## src/sv/bilinear_density_grid_assert.svh

```systemverilog
// Assertion macros for the bilinear density grid.
// Both macros take a label, a clock, an active-low reset (the first one only),
// a property expression and a message.
`ifndef BILINEAR_DENSITY_GRID_ASSERT_SVH
`define BILINEAR_DENSITY_GRID_ASSERT_SVH

`ifndef NO_ASSERTIONS

`define BDG_ASSERT(lbl, clk, rst_n, prop, msg) \
  lbl: assert property (@(posedge clk) disable iff (!rst_n) prop) else $error(msg);

`define BDG_ASSERT_ALWAYS(lbl, clk, prop, msg) \
  lbl: assert property (@(posedge clk) prop) else $error(msg);

`else

`define BDG_ASSERT(lbl, clk, rst_n, prop, msg)

`define BDG_ASSERT_ALWAYS(lbl, clk, prop, msg)

`endif

`endif

```

## src/sv/bdg_pkg.sv

```systemverilog
`timescale 1ns / 1ps

package bdg_pkg;

  // fixed point format of densities and coordinates
  localparam int unsigned FRAC_BITS = 16;
  localparam int unsigned DENS_W    = 17;
  localparam logic [DENS_W-1:0] ONE_FX = DENS_W'(1) << FRAC_BITS;

  localparam int unsigned MAX_RES_DEF = 64;

  // field widths
  localparam int unsigned CFG_W   = 7;
  localparam int unsigned OP_W    = 2;
  localparam int unsigned IDX_W   = 16;
  localparam int unsigned ND_W    = 18;
  localparam int unsigned COORD_W = 17;

  localparam int unsigned IN_TDATA_W  = 88;
  localparam int unsigned OUT_TDATA_W = 24;

  // multiply-accumulate widths
  localparam int unsigned PROD_W = 2 * DENS_W;

  typedef enum logic [OP_W-1:0] {
    OP_SET    = 2'd0,
    OP_GET    = 2'd1,
    OP_SAMPLE = 2'd2
  } op_e;

  typedef enum logic [2:0] {
    ST_CLEAR,
    ST_IDLE,
    ST_DECODE,
    ST_GET,
    ST_SPLIT,
    ST_SAMPLE
  } state_e;

  // sample sequencer steps: reads on 0..3, MAC on 1..6
  localparam logic [2:0] STEP_FIRST = 3'd0;
  localparam logic [2:0] STEP_READ_LAST = 3'd3;
  localparam logic [2:0] STEP_TOP   = 3'd2;
  localparam logic [2:0] STEP_BOT   = 3'd4;
  localparam logic [2:0] STEP_BLEND = 3'd5;
  localparam logic [2:0] STEP_LAST  = 3'd6;

  typedef struct packed {
    logic en;       // update accumulator
    logic restart;  // drop old sum, start from this product
  } mac_ctrl_t;

endpackage

```

## src/sv/bdg_mac.sv

```systemverilog
`timescale 1ns / 1ps

module bdg_mac import bdg_pkg::*; (
  input  logic              clk_i,
  input  mac_ctrl_t         ctrl_i,
  input  logic [DENS_W-1:0] a_i,
  input  logic [DENS_W-1:0] b_i,
  output logic [PROD_W-1:0] sum_o
);

  logic [PROD_W-1:0] acc_q;
  logic [PROD_W-1:0] prod;

  assign prod  = PROD_W'(a_i) * PROD_W'(b_i);
  assign sum_o = (ctrl_i.restart ? '0 : acc_q) + prod;

  always_ff @(posedge clk_i) begin
    if (ctrl_i.en) begin
      acc_q <= sum_o;
    end
  end

endmodule

```

## config.mk

```make
export PLATFORM = sky130hd
export DESIGN_NAME = bdg_mac
export DESIGN_NICKNAME = d
export VERILOG_FILES = /design/src/sv/bilinear_density_grid_assert.svh /design/src/sv/bdg_pkg.sv /design/src/sv/bdg_mac.sv
export SDC_FILE = /design/constraint.sdc
export NUM_CORES = 1
export LEC_CHECK = 0
export BUFFER_PORTS_ARGS = -buffer_cell sky130_fd_sc_hd__clkbuf_2
export CAP_MARGIN = 5
export CORE_MARGIN = 3
export CORE_UTILIZATION = 58
export DETAILED_ROUTE_END_ITERATION = 10
export PLACE_DENSITY = 0.77
export REMOVE_ABC_BUFFERS = 1
export SLEW_MARGIN = 20
export SYNTH_ARGS = -nofsm -noshare
export SYNTH_HDL_FRONTEND = slang
export SYNTH_SLANG_ARGS = --single-unit
```

## constraint.sdc

```tcl
create_clock -name clk_i -period 6.9 [get_ports clk_i]
set_clock_uncertainty 0.15 [all_clocks]
set_input_delay 0 -clock clk_i [delete_from_list [all_inputs] [get_ports clk_i]]
set_output_delay 0 -clock clk_i [all_outputs]
set_load 0.01 [all_outputs]
```

==> metrics.txt <==
status completed; GR Util met2 43.3%; Pins Over Slew Limit 0; critical path arrival 5890 ps; Routed Wire Length 26,600 um; Final Hold Fails 0; worst reg-to-reg setup slack 1450 ps; # nets final around 1,700; Die Span Y 149 um; Syn Inst Count 1,288; Min Hold Slack 335 ps; Setup TNS Final 0 ps; Worst Tran Pin Value 943 ps; GR Util All Layers 25.7%; clock tree buffer depth 2; setup slack at placement approximately 840 ps; met3 Usage GRT 3.13%; HP Class input pin to register; Startpoint Class input pin; synthesized area per cell 9.18 sq um; Seq/Total Area, Yosys under 10%; port buffer count 70; Synth Register Bits 34; Max-Cap Viols 0; Largest register FFs 34; CTS tree done; M1 GR Usage a little over a third; post-synthesis async set-or-reset flop share 0%; FF-to-FF End acc_q[27]; diode count 0; # hold bufs at CTS 0; Synth Cell Area around 12,000 sq um; H-tree depth 2; Tcrit/Tclk final 87.6%; GRT busiest layer met2; per-cell routed wire length 16.7 um; Hold Path Depth 3; Clk Latency, worst-skew pair 280 ps; largest net degree at the start of global routing 35; Post-synth EDFFs 34; Resized Gates After CTS 0; Finished Cell Area 12,500 sq um; TritonRoute pass-1 iters 5; Vias 8,533; layout cells sized above 1 7.31%; area added between synthesis and finish 5.70%; most frequent cells in the layout inv_1, fa_1, nand2_1, and2_1, ha_1; Reg with most FFs acc_q; CP Max Fanout 17; die area roughly 22,000 sq um; Placement Cell Area ~12,000 sq um; RR Startpoint acc_q[16]; post-synth top area share between 40% and 50%; dpl hpwl 22,600 um; Initial Util 60.0%; critical hold path startpoint b_i[0]; Vias/cell 5.36; area leader, netlist fa_1; Post-synth top flop edfxtp_1; Fmax 165 MHz; Fillers about 1,600; Synth Warn # 0; Routed Antenna Nets 0; CP required 6750 ps; placer congestion estimate 0.949; RSZ-0062 raised after global routing no; # IOs 71; CTS root buffer clkbuf_16; DRC errors left 0; Worst slew margin a little under two fifths; final setup vio count 0; CTS buffer count 5; vias in the first global route 9,309; crit path kind input pin to output pin; die width roughly 150 um; Worst Hold End acc_q[0]; fin worst setup slack approximately 860 ps; DR iter-0 viols 543; fin crit period 6040 ps; first-pass GRT wire length 45,700 um; critical path endpoint category output pin; initial antenna violation count 0; Clock transition at path regs 50 ps; top post-synthesis cells by area fa_1, inv_1, ha_1; # Post-CTS Setup Buffers 0; R2R cell count 17; Row Count a little over 50; total grt overflow 0; total core area 19,700 sq um; Regs by FF count acc_q (34); most common cell after layout, fill and taps aside inv_1; clock sink count 34; post-synth cell types 58
how the worst max path moves through the flow:
stage / start / endpoint / slack (ps)
2_1_floorplan: a_i[7] / acc_q[29] / 1370
3_3_place_gp: a_i[14] / acc_q[32] / 920
5_1_grt: b_i[2] / sum_o[33] / 550
4_1_cts: b_i[11] / sum_o[33] / 870
6_report: a_i[11] / sum_o[30] / 860
3_5_place_dp: a_i[11] / acc_q[27] / 840
routing by layer:
layer  wire length (um)  up-vias
li1                   -     3878
met1              11400     4325
met2              13000      276
met3               1540       54
met4                605        0
met5                  0        -
worst max-delay path: stages:
cell and delay, ps:
clkbuf_2 280, and2_1 270, fa_1 550, inv_1 50, fa_1 460, fa_1 520
inv_1 50, fa_1 480, fa_1 490, inv_1 70, fa_1 520, inv_1 60
ha_1 390, a21o_1 240, a21oi_2 190, a21bo_2 260, nor4_4 230, nor3_2 100
o41ai_2 290, xnor2_1 200, clkbuf_2 170
cell families after synthesis:
group	share of synthesized area, %
AO/OA/AOI/OAI	5.61
XOR/XNOR	2.22
adder cells (fa/ha/maj)	54.2
buffers and inverters	12.1
flip-flops	8.64
multiplexers	0.0847
AND/OR/NAND/NOR	17.1
synth_stat cells (4+ instances only):
| cell | number |
|---|---|
| nor2_1 | 15 |
| o21ai_0 | 8 |
| and2_1 | 137 |
| a21o_2 | 4 |
| xnor2_1 | 22 |
| clkbuf_1 | 39 |
| a31oi_1 | 6 |
| inv_1 | 339 |
| nor3_1 | 4 |
| o21bai_1 | 5 |
| fa_1 | 257 |
| a21oi_1 | 24 |
| nand2_1 | 173 |
| ha_1 | 101 |
| nor2b_1 | 16 |
| a21o_1 | 13 |
| xor2_1 | 8 |
| nand2b_1 | 23 |
| edfxtp_1 | 34 |
| nand4_1 | 5 |
stage by stage:
| stage | instances | utilization, % |
|---|---|---|
| after detailed placement | 1585 | 62.7 |
| after global routing | 1592 | 63.4 |
| after floorplan | 1247 | - |
| final | 1592 | 63.4 |
| after CTS | 1592 | 63.4 |
| after global placement | 1585 | 62.7 |
cell type report:
class                   instances  area (sq um)  area share (%)
clock buffers                   7           133            1.06
repair buffers                 73           373            2.98
flip-flops and latches         34          1020            8.17
well taps                     265           332            2.65
multi-input cells             874          9370            74.9
inverters                     339          1270            10.2
Power is not shown: default switching activity piles up to over one toggle a cycle in this logic, so the estimate is an artifact.
